<file path="config.mk">
export PLATFORM = sky130hd
export DESIGN_NAME = sync_length_crc8_deframer
export DESIGN_NICKNAME = d
export VERILOG_FILES = /design/src/slcd_pkg.sv /design/src/slcd_ram.sv /design/src/slcd_crc_serial.sv /design/src/sync_length_crc8_deframer.sv
export SDC_FILE = /design/constraint.sdc
export NUM_CORES = 1
export LEC_CHECK = 0
export BUFFER_PORTS_ARGS = -buffer_cell sky130_fd_sc_hd__buf_2
export CAP_MARGIN = 20
export CORE_UTILIZATION = 30
export CTS_CLUSTER_DIAMETER = 200
export CTS_CLUSTER_SIZE = 20
export DETAILED_ROUTE_END_ITERATION = 8
export MAX_ROUTING_LAYER = met4
export SYNTH_ARGS = -nofsm -noshare
export SYNTH_HDL_FRONTEND = slang
export SYNTH_HIERARCHICAL = 1
export SYNTH_SLANG_ARGS = --single-unit
</file>
<file path="constraint.sdc">
create_clock -name clk -period 9 [get_ports clk]
set_clock_uncertainty 0.05 [all_clocks]
set_input_delay 0.9 -clock clk [delete_from_list [all_inputs] [get_ports clk]]
set_output_delay 0.9 -clock clk [all_outputs]
set_load 0.03 [all_outputs]
</file>
<file path="src/slcd_pkg.sv">
// Shared types, register indexes and the CRC-8 step for the sync/length/CRC-8 deframer.
// No dependencies; every other file of the block but slcd_ram imports this package.
package slcd_pkg;

  localparam int MAX_BODY_DEF = 64;
  localparam int LEN_W        = 7;
  localparam int BYTE_W       = 8;
  localparam int IDX_W        = 6;
  localparam int TICK_W       = 16;
  localparam int CFG_DATA_W   = 16;
  localparam int CFG_INDEX_W  = 2;

  localparam logic [BYTE_W-1:0] CRC_POLY = 8'hD5;

  localparam logic [BYTE_W-1:0] SYNC_VALUE_RST    = 8'd0;
  localparam logic [LEN_W-1:0]  MAX_LENGTH_RST    = 7'd64;
  localparam logic [TICK_W-1:0] TIMEOUT_TICKS_RST = 16'd100;

  localparam logic [CFG_INDEX_W-1:0] CFG_SYNC_VALUE    = 2'd0;
  localparam logic [CFG_INDEX_W-1:0] CFG_MAX_LENGTH    = 2'd1;
  localparam logic [CFG_INDEX_W-1:0] CFG_TIMEOUT_TICKS = 2'd2;

  localparam logic CMD_BYTE = 1'b0;
  localparam logic CMD_TICK = 1'b1;

  typedef struct packed {
    logic              cmd;
    logic [BYTE_W-1:0] rx_byte;
  } in_item_t;

  typedef struct packed {
    logic [BYTE_W-1:0] body_byte;
    logic [IDX_W-1:0]  byte_index;
    logic [LEN_W-1:0]  body_length;
    logic              crc_ok;
    logic              last;
  } out_item_t;

  // Control from the frame sequencer to the serial CRC unit.
  typedef struct packed {
    logic clear;
    logic start;
  } crc_ctl_t;

  // One bit of the MSB-first CRC-8 shift.
  function automatic logic [BYTE_W-1:0] crc_step(input logic [BYTE_W-1:0] crc);
    crc_step = crc[BYTE_W-1] ? ({crc[BYTE_W-2:0], 1'b0} ^ CRC_POLY)
                             : {crc[BYTE_W-2:0], 1'b0};
  endfunction

endpackage

</file>
<file path="src/slcd_ram.sv">
// Generic single-write, single-read RAM with a registered read port.
// No dependencies.
module slcd_ram #(
  parameter int WIDTH = 8,
  parameter int DEPTH = 64
) (
  input  logic                     clk,
  input  logic                     we,
  input  logic [$clog2(DEPTH)-1:0] waddr,
  input  logic [WIDTH-1:0]         wdata,
  input  logic                     re,
  input  logic [$clog2(DEPTH)-1:0] raddr,
  output logic [WIDTH-1:0]         rdata
);

  logic [WIDTH-1:0] mem [DEPTH];

  always_ff @(posedge clk) begin
    if (we) begin
      mem[waddr] <= wdata;
    end
    if (re) begin
      rdata <= mem[raddr];
    end
  end

endmodule

</file>
<file path="src/slcd_crc_serial.sv">
// Bit-serial CRC-8 unit: folds one byte into the running CRC bit by bit.
// Depends on slcd_pkg.
module slcd_crc_serial (
  input  logic                     clk,
  input  logic                     rst,
  input  slcd_pkg::crc_ctl_t       ctl,
  input  logic [7:0]               din,
  output logic                     busy,
  output logic [7:0]               crc
);
  import slcd_pkg::*;

  logic [2:0] bit_count;

  always_ff @(posedge clk) begin
    if (rst) begin
      busy      <= 1'b0;
      bit_count <= '0;
      crc       <= '0;
    end else if (ctl.clear) begin
      busy      <= 1'b0;
      bit_count <= '0;
      crc       <= '0;
    end else if (ctl.start) begin
      // The byte is XORed in first, then shifted out one bit per cycle.
      busy      <= 1'b1;
      bit_count <= '0;
      crc       <= crc ^ din;
    end else if (busy) begin
      crc       <= crc_step(crc);
      bit_count <= bit_count + 3'd1;
      if (bit_count == 3'd7) begin
        busy <= 1'b0;
      end
    end
  end

endmodule

</file>
<file path="src/sync_length_crc8_deframer.sv">
// Top level of the sync/length/body/CRC-8 frame receiver.
// Depends on slcd_pkg, slcd_ram and slcd_crc_serial.
//
//   Channel   Signals                          Direction  Word
//   input     in_valid, in_ready, in_item      in         cmd, rx_byte
//   output    out_valid, out_ready, out_item   out        one body byte with index and status
//   config    cfg_we, cfg_index, cfg_data      in         register write, no wait
//
// A tick, a sync byte, a length byte, the CRC byte and a zero-length filler byte are each taken
// in their accept cycle alone. A body byte covered by the CRC holds the input through its accept
// cycle, the single-bit steps of the serial CRC unit and the cycle in which the sequencer sees
// it go idle. At frame end each result is a body RAM read followed by a presented output word;
// no input is taken during that run.
// Reset is synchronous and returns the block to hunting with the reset register values; the
// body RAM is not cleared. A stalled output word holds the whole sequencer in place.
module sync_length_crc8_deframer #(
  parameter int MAX_BODY = slcd_pkg::MAX_BODY_DEF
) (
  input  logic                               clk,
  input  logic                               rst,
  input  logic                               in_valid,
  output logic                               in_ready,
  input  slcd_pkg::in_item_t                 in_item,
  output logic                               out_valid,
  input  logic                               out_ready,
  output slcd_pkg::out_item_t                out_item,
  input  logic                               cfg_we,
  input  logic [slcd_pkg::CFG_INDEX_W-1:0]   cfg_index,
  input  logic [slcd_pkg::CFG_DATA_W-1:0]    cfg_data
);
  import slcd_pkg::*;

  localparam int AW = $clog2(MAX_BODY);

  // Sequencer states. LEN, BODY and CRC_BYTE are the states of a partial frame that take input,
  // where ticks count toward the idle timeout.
  typedef enum logic [6:0] {
    ST_HUNT      = 7'b0000001,
    ST_LEN       = 7'b0000010,
    ST_BODY      = 7'b0000100,
    ST_CRC_WAIT  = 7'b0001000,
    ST_CRC_BYTE  = 7'b0010000,
    ST_EMIT_RD   = 7'b0100000,
    ST_EMIT_OUT  = 7'b1000000
  } state_t;

  state_t             state, state_next;
  logic [BYTE_W-1:0]  sync_value;
  logic [LEN_W-1:0]   max_length;
  logic [TICK_W-1:0]  timeout_ticks;
  logic [LEN_W-1:0]   frame_len, frame_len_next;
  logic [LEN_W-1:0]   write_pos, write_pos_next;
  logic [LEN_W-1:0]   emit_idx, emit_idx_next;
  logic [TICK_W-1:0]  idle_count, idle_next;
  logic               match, match_next;

  logic               in_fire;
  logic [TICK_W-1:0]  idle_inc;
  logic               len_fits;
  logic               emit_last;
  crc_ctl_t           crc_ctl;
  logic               crc_busy;
  logic [BYTE_W-1:0]  crc;
  logic               ram_we;
  logic               ram_re;
  logic [BYTE_W-1:0]  ram_rdata;

  // Configuration registers; writes to an index past the list are dropped.
  always_ff @(posedge clk) begin
    if (rst) begin
      sync_value    <= SYNC_VALUE_RST;
      max_length    <= MAX_LENGTH_RST;
      timeout_ticks <= TIMEOUT_TICKS_RST;
    end else if (cfg_we) begin
      case (cfg_index)
        CFG_SYNC_VALUE:    sync_value    <= cfg_data[BYTE_W-1:0];
        CFG_MAX_LENGTH:    max_length    <= cfg_data[LEN_W-1:0];
        CFG_TIMEOUT_TICKS: timeout_ticks <= cfg_data[TICK_W-1:0];
        default: ;
      endcase
    end
  end

  assign in_ready = (state == ST_HUNT) || (state == ST_LEN) || (state == ST_BODY) ||
                    (state == ST_CRC_BYTE);
  assign in_fire  = in_valid && in_ready;

  // The length must fit both the configured maximum and the physical store.
  assign len_fits = (in_item.rx_byte <= {1'b0, max_length}) &&
                    (in_item.rx_byte <= BYTE_W'(MAX_BODY));

  // A zero-length frame gives exactly one result.
  assign emit_last = (frame_len == '0) || ((emit_idx + LEN_W'(1)) == frame_len);

  always_comb begin
    state_next     = state;
    frame_len_next = frame_len;
    write_pos_next = write_pos;
    emit_idx_next  = emit_idx;
    idle_next      = idle_count;
    match_next     = match;
    crc_ctl        = '0;
    ram_we         = 1'b0;
    ram_re         = 1'b0;
    idle_inc       = (idle_count == {TICK_W{1'b1}}) ? idle_count : idle_count + TICK_W'(1);

    if (in_fire) begin
      if (in_item.cmd == CMD_TICK) begin
        if (state == ST_HUNT) begin
          idle_next = '0;
        end else begin
          idle_next = idle_inc;
          if (idle_inc > timeout_ticks) begin
            // Idle timeout: the partial frame is discarded.
            state_next     = ST_HUNT;
            frame_len_next = '0;
            write_pos_next = '0;
            idle_next      = '0;
          end
        end
      end else begin
        idle_next = '0;
        case (state)
          ST_HUNT: begin
            if (in_item.rx_byte == sync_value) begin
              state_next = ST_LEN;
            end
          end
          ST_LEN: begin
            if (len_fits) begin
              frame_len_next = in_item.rx_byte[LEN_W-1:0];
              write_pos_next = '0;
              crc_ctl.clear  = 1'b1;
              state_next     = ST_BODY;
            end else begin
              state_next = ST_HUNT;
            end
          end
          ST_BODY: begin
            ram_we         = 1'b1;
            write_pos_next = write_pos + LEN_W'(1);
            if (write_pos < frame_len) begin
              crc_ctl.start = 1'b1;
              state_next    = ST_CRC_WAIT;
            end else begin
              // Only a zero-length frame gets here: its filler byte skips the CRC.
              state_next = ST_CRC_BYTE;
            end
          end
          ST_CRC_BYTE: begin
            match_next    = (crc == in_item.rx_byte);
            emit_idx_next = '0;
            state_next    = ST_EMIT_RD;
          end
          default: ;
        endcase
      end
    end

    case (state)
      ST_CRC_WAIT: begin
        if (!crc_busy) begin
          state_next = (write_pos >= frame_len) ? ST_CRC_BYTE : ST_BODY;
        end
      end
      ST_EMIT_RD: begin
        ram_re     = 1'b1;
        state_next = ST_EMIT_OUT;
      end
      ST_EMIT_OUT: begin
        if (out_ready) begin
          if (emit_last) begin
            state_next = ST_HUNT;
          end else begin
            emit_idx_next = emit_idx + LEN_W'(1);
            state_next    = ST_EMIT_RD;
          end
        end
      end
      default: ;
    endcase
  end

  always_ff @(posedge clk) begin
    if (rst) begin
      state      <= ST_HUNT;
      frame_len  <= '0;
      write_pos  <= '0;
      emit_idx   <= '0;
      idle_count <= '0;
      match      <= 1'b0;
    end else begin
      state      <= state_next;
      frame_len  <= frame_len_next;
      write_pos  <= write_pos_next;
      emit_idx   <= emit_idx_next;
      idle_count <= idle_next;
      match      <= match_next;
    end
  end

  slcd_crc_serial u_crc (
    .clk  (clk),
    .rst  (rst),
    .ctl  (crc_ctl),
    .din  (in_item.rx_byte),
    .busy (crc_busy),
    .crc  (crc)
  );

  // Body store. Every entry read at frame end was written earlier in the same frame.
  slcd_ram #(
    .WIDTH (BYTE_W),
    .DEPTH (MAX_BODY)
  ) u_body_ram (
    .clk   (clk),
    .we    (ram_we),
    .waddr (AW'(write_pos)),
    .wdata (in_item.rx_byte),
    .re    (ram_re),
    .raddr (AW'(emit_idx)),
    .rdata (ram_rdata)
  );

  // The RAM output holds between reads, so it serves as the output data register.
  assign out_valid            = (state == ST_EMIT_OUT);
  assign out_item.body_byte   = (frame_len == '0) ? '0 : ram_rdata;
  assign out_item.byte_index  = emit_idx[IDX_W-1:0];
  assign out_item.body_length = frame_len;
  assign out_item.crc_ok      = match;
  assign out_item.last        = emit_last;

  // No input word is taken while a result is presented.
  assert property (@(posedge clk) disable iff (rst) out_valid |-> !in_ready)
    else $error("input accepted during result run");

  // The serial CRC unit only runs while the sequencer waits for it.
  assert property (@(posedge clk) disable iff (rst) crc_busy |-> (state == ST_CRC_WAIT))
    else $error("CRC unit busy outside its wait state");

  // The final result of a frame returns the block to hunting.
  assert property (@(posedge clk) disable iff (rst)
                   (out_valid && out_ready && out_item.last) |=> (state == ST_HUNT))
    else $error("no return to hunting after last result");

  // The write position never passes the frame length while body bytes are taken.
  assert property (@(posedge clk) disable iff (rst)
                   (state == ST_BODY) |-> (write_pos <= frame_len))
    else $error("write position past frame length");

endmodule

</file>
==> impl_metrics.yaml <==
synth:
  synth-seq-area-share: 0.671
  synth_cells: 1636
  post-synth-top-count-cell: "edfxtp_1"
  ys_ff_latch: 608
  synth_flop_cell: "edfxtp_1"
  ys_warn_count: 6
  async_reset_ff_frac: 0
  synthTopCellsByArea: "edfxtp_1 60%, mux4_2 11%, dfxtp_1 6.8%"
  synth_top_area_frac: 0.603
  synth_cell_types: 78
  ys_top_cells_by_count: "520 x edfxtp_1, 140 x nor2_1, 126 x mux4_2"
  syn_nets: 1703
  syn_area_per_cell_um2: 15.8
  synth_edf_count: 520
  synth_top_area_cell: "edfxtp_1"
  syn_area_um2: 25900
worst_setup_path:
  crit_path_max_fanout: 8
  path_class: "flop to flop"
  reg2reg_from: "idle_count[0]"
  r2r_slack_ns: 4.52
  reg2reg_to: "write_pos[2]"
  end_kind: "flop"
  worstPathRequired_ns: 9.43
  reg2reg_depth: 15
  startpoint_type: "flop"
  arrival_ns: 4.91
sta:
  finalSetupViolCount: 0
  fmax_ghz: 0.223
  slew_headroom: 0.278
  timing.hold.ws_ns: 0.408
  maxSlewViolCount: 0
  fin_crit_sh: 0.498
  setup_tns_ns: 0
  hold_viol_final: 0
  fin_crit_ns: 4.48
  rsz0062_at_grt: "no"
  worst_pin_slew_ns: 1.08
placement:
  gp_congestion: 0.809
  portBuffers: 56
  dp_hpwl_mm: 40.5
grt:
  grt.total_usage: 0.150
  grt_antenna_before_repair: 3
  grt_max_degree: 67
  grt_pass1_vias: 14500
  grt_overflow: 0
  grt_first_pass_wirelength_mm: 94.7
floorplan:
  fp.coreArea_um2: 85300
  die_width_um: 296
  ios: 57
  dieArea_um2: 87500
  die_h_um: 296
  initial_utilization: 0.304
  row_count: 107
clock_tree:
  cts_tree: "yes"
  cts_resized: 0
  cts_setup_buffers: 0
  clockBufferDepth: 3
  cts_hold_buf: 0
  insertion_delay_ns: 0.60
  numClockSinks: 608
  htreeDepth: 2
  cts-buffers-inserted: 36
  clkSlewWorstSetupHoldPaths_ns: 0.10
  cts_root_buf: "clkbuf_16"
routing:
  wirelength_mm: 63.1
  ant_nets: 0
  wl_per_cell_um: 22.3
  via_count: 14600
  drtPass1Iterations: 5
  drc: 0
  drtIter0Drc: 1287
  viasPerCell: 5.15
finish:
  syn_to_final_growth_pct: 9.30
  nets: 1734
  fillers: 8210
  drive_gt1_frac: 0.174
pwr:
  powerDensity_nw_per_um2: 170
  power_leakage_nw: 8.72
  ir_drop_uv: 125
worst_hold_path:
  hold-path-endpoint: "timeout_ticks[4]"
  holdPathStages: 2
  hold_path_class: "flop to flop"
  min_from: "timeout_ticks[4]"
status:
  status: "finished clean"
flow_run:
  drv_cap: 0
==> worst max-delay path, cell delays in order, from the launching register on <==
cell      delay [ns]
dfxtp_1         0.45
ha_1            0.29
nand3_1         0.15
nor2_1          0.20
and4_1          0.39
or2_1           0.32
nor2_1          0.11
xor2_1          0.16
ha_1            0.32
nand4_1         0.13
nor4_1          0.45
a21boi_1        0.22
o31a_1          0.37
and2_1          0.22
o221ai_2        0.17
a211o_1         0.35
==> sequential cells by signal, summed over array words and instances, names as in the netlist <==
| name | flops |
|---|---|
| frame_len | 7 |
| u_crc/crc | 8 |
| timeout_ticks | 16 |
| u_crc/busy | 1 |
| idle_count | 16 |
| sync_value | 8 |
| u_body_ram/mem | 512 |
| state | 7 |
| u_crc/bit_count | 3 |
| emit_idx | 7 |
| max_length | 7 |
| u_body_ram/rdata | 8 |
| write_pos | 7 |
| match | 1 |
==> cell type report <==
cell class	count	area (um^2)	area share
clock inverter	4	63.8	0.00225
sequential	608	17400	0.614
multi-input combinational	897	7820	0.276
timing repair buffer	84	510	0.0180
clock buffer	46	938	0.0331
antenna	3	7.51	0.000265
inverter	40	150	0.00530
tap	1144	1430	0.0506
==> logic make-up after synthesis <==
logic type,count (synthesis),synth area share
multiplexers,185,0.133
AND/OR/NAND/NOR,429,0.0827
flip-flops,608,0.671
buffers and inverters,131,0.0275
AO/OA/AOI/OAI,206,0.0548
adder cells (fa/ha/maj),35,0.0169
XOR/XNOR,42,0.0142
==> power breakdown <==
group | switching (mW) | leakage, nW | internal, mW | total (mW)
Clock | 0.915 | 0.483 | 0.747 | 1.66
Sequential | 0.00263 | 5.39 | 3.05 | 3.05
Combinational | 0.0814 | 2.85 | 0.0244 | 0.106
==> worst max-delay path by stage <==
stage / startpoint / endpoint / slack (ns) / cells after the start
after floorplan: idle_count[3] / write_pos[2] / 5.30 / 14
after global placement: idle_count[0] / write_pos[2] / 4.71 / 15
after detailed placement: idle_count[0] / write_pos[2] / 4.61 / 15
after CTS: idle_count[0] / write_pos[2] / 4.53 / 15
after global routing: idle_count[0] / write_pos[2] / 4.11 / 15
final: idle_count[0] / write_pos[2] / 4.52 / 15
==> stage by stage <==
stage / instances / total power [mW] / util / worst slack (ns) / cell area, um^2
final: 2826 / 4.82 / 0.332 / 4.52 / 28300
after CTS: 2822 / 4.87 / 0.332 / 4.53 / 28300
after global placement: 2772 / 3.22 / 0.320 / 4.71 / 27300
after global routing: 2825 / 4.98 / 0.332 / 4.11 / 28300
after floorplan: 1636 / 3.16 / - / 5.30 / 25900
after detailed placement: 2772 / 3.23 / 0.320 / 4.61 / 27300
==> placed cells by master (no fill, tap or decap), types with 7 or more instances in the layout <==
cell type / netlist / final
edfxtp_1: 520 / 520
nor2_1: 140 / 140
mux4_2: 126 / 126
dfxtp_1: 88 / 83
nand2_1: 80 / 80
buf_2: 22 / 56
a21oi_1: 54 / 54
nand3_1: 51 / 51
mux2i_1: 42 / 42
inv_1: 37 / 37
clkbuf_16: 0 / 36
ha_1: 35 / 35
xor2_1: 28 / 28
buf_4: 22 / 27
o21ai_0: 24 / 24
nor3_1: 24 / 23
nor2b_1: 23 / 23
mux2_2: 17 / 17
a21o_1: 16 / 16
nand2b_1: 16 / 16
xnor2_1: 14 / 14
nor4_1: 14 / 14
nand4_1: 13 / 13
a22o_1: 13 / 13
and2_1: 11 / 11
o22ai_1: 11 / 11
clkbuf_1: 27 / 10
o221ai_1: 9 / 9
o31ai_1: 8 / 8
o21a_1: 7 / 7
a211oi_1: 7 / 7
a211o_1: 7 / 7
nand3b_1: 7 / 7
==> per-layer routing <==
layer	up-vias	GRT usage	share of wire
li1	6438	-	-
met1	7575	0.202	0.45
met2	477	0.233	0.47
met3	72	0.0311	0.069
met4	0	0.0292	0.016
met5	-	-	0
(Power assumes the default switching activity.)
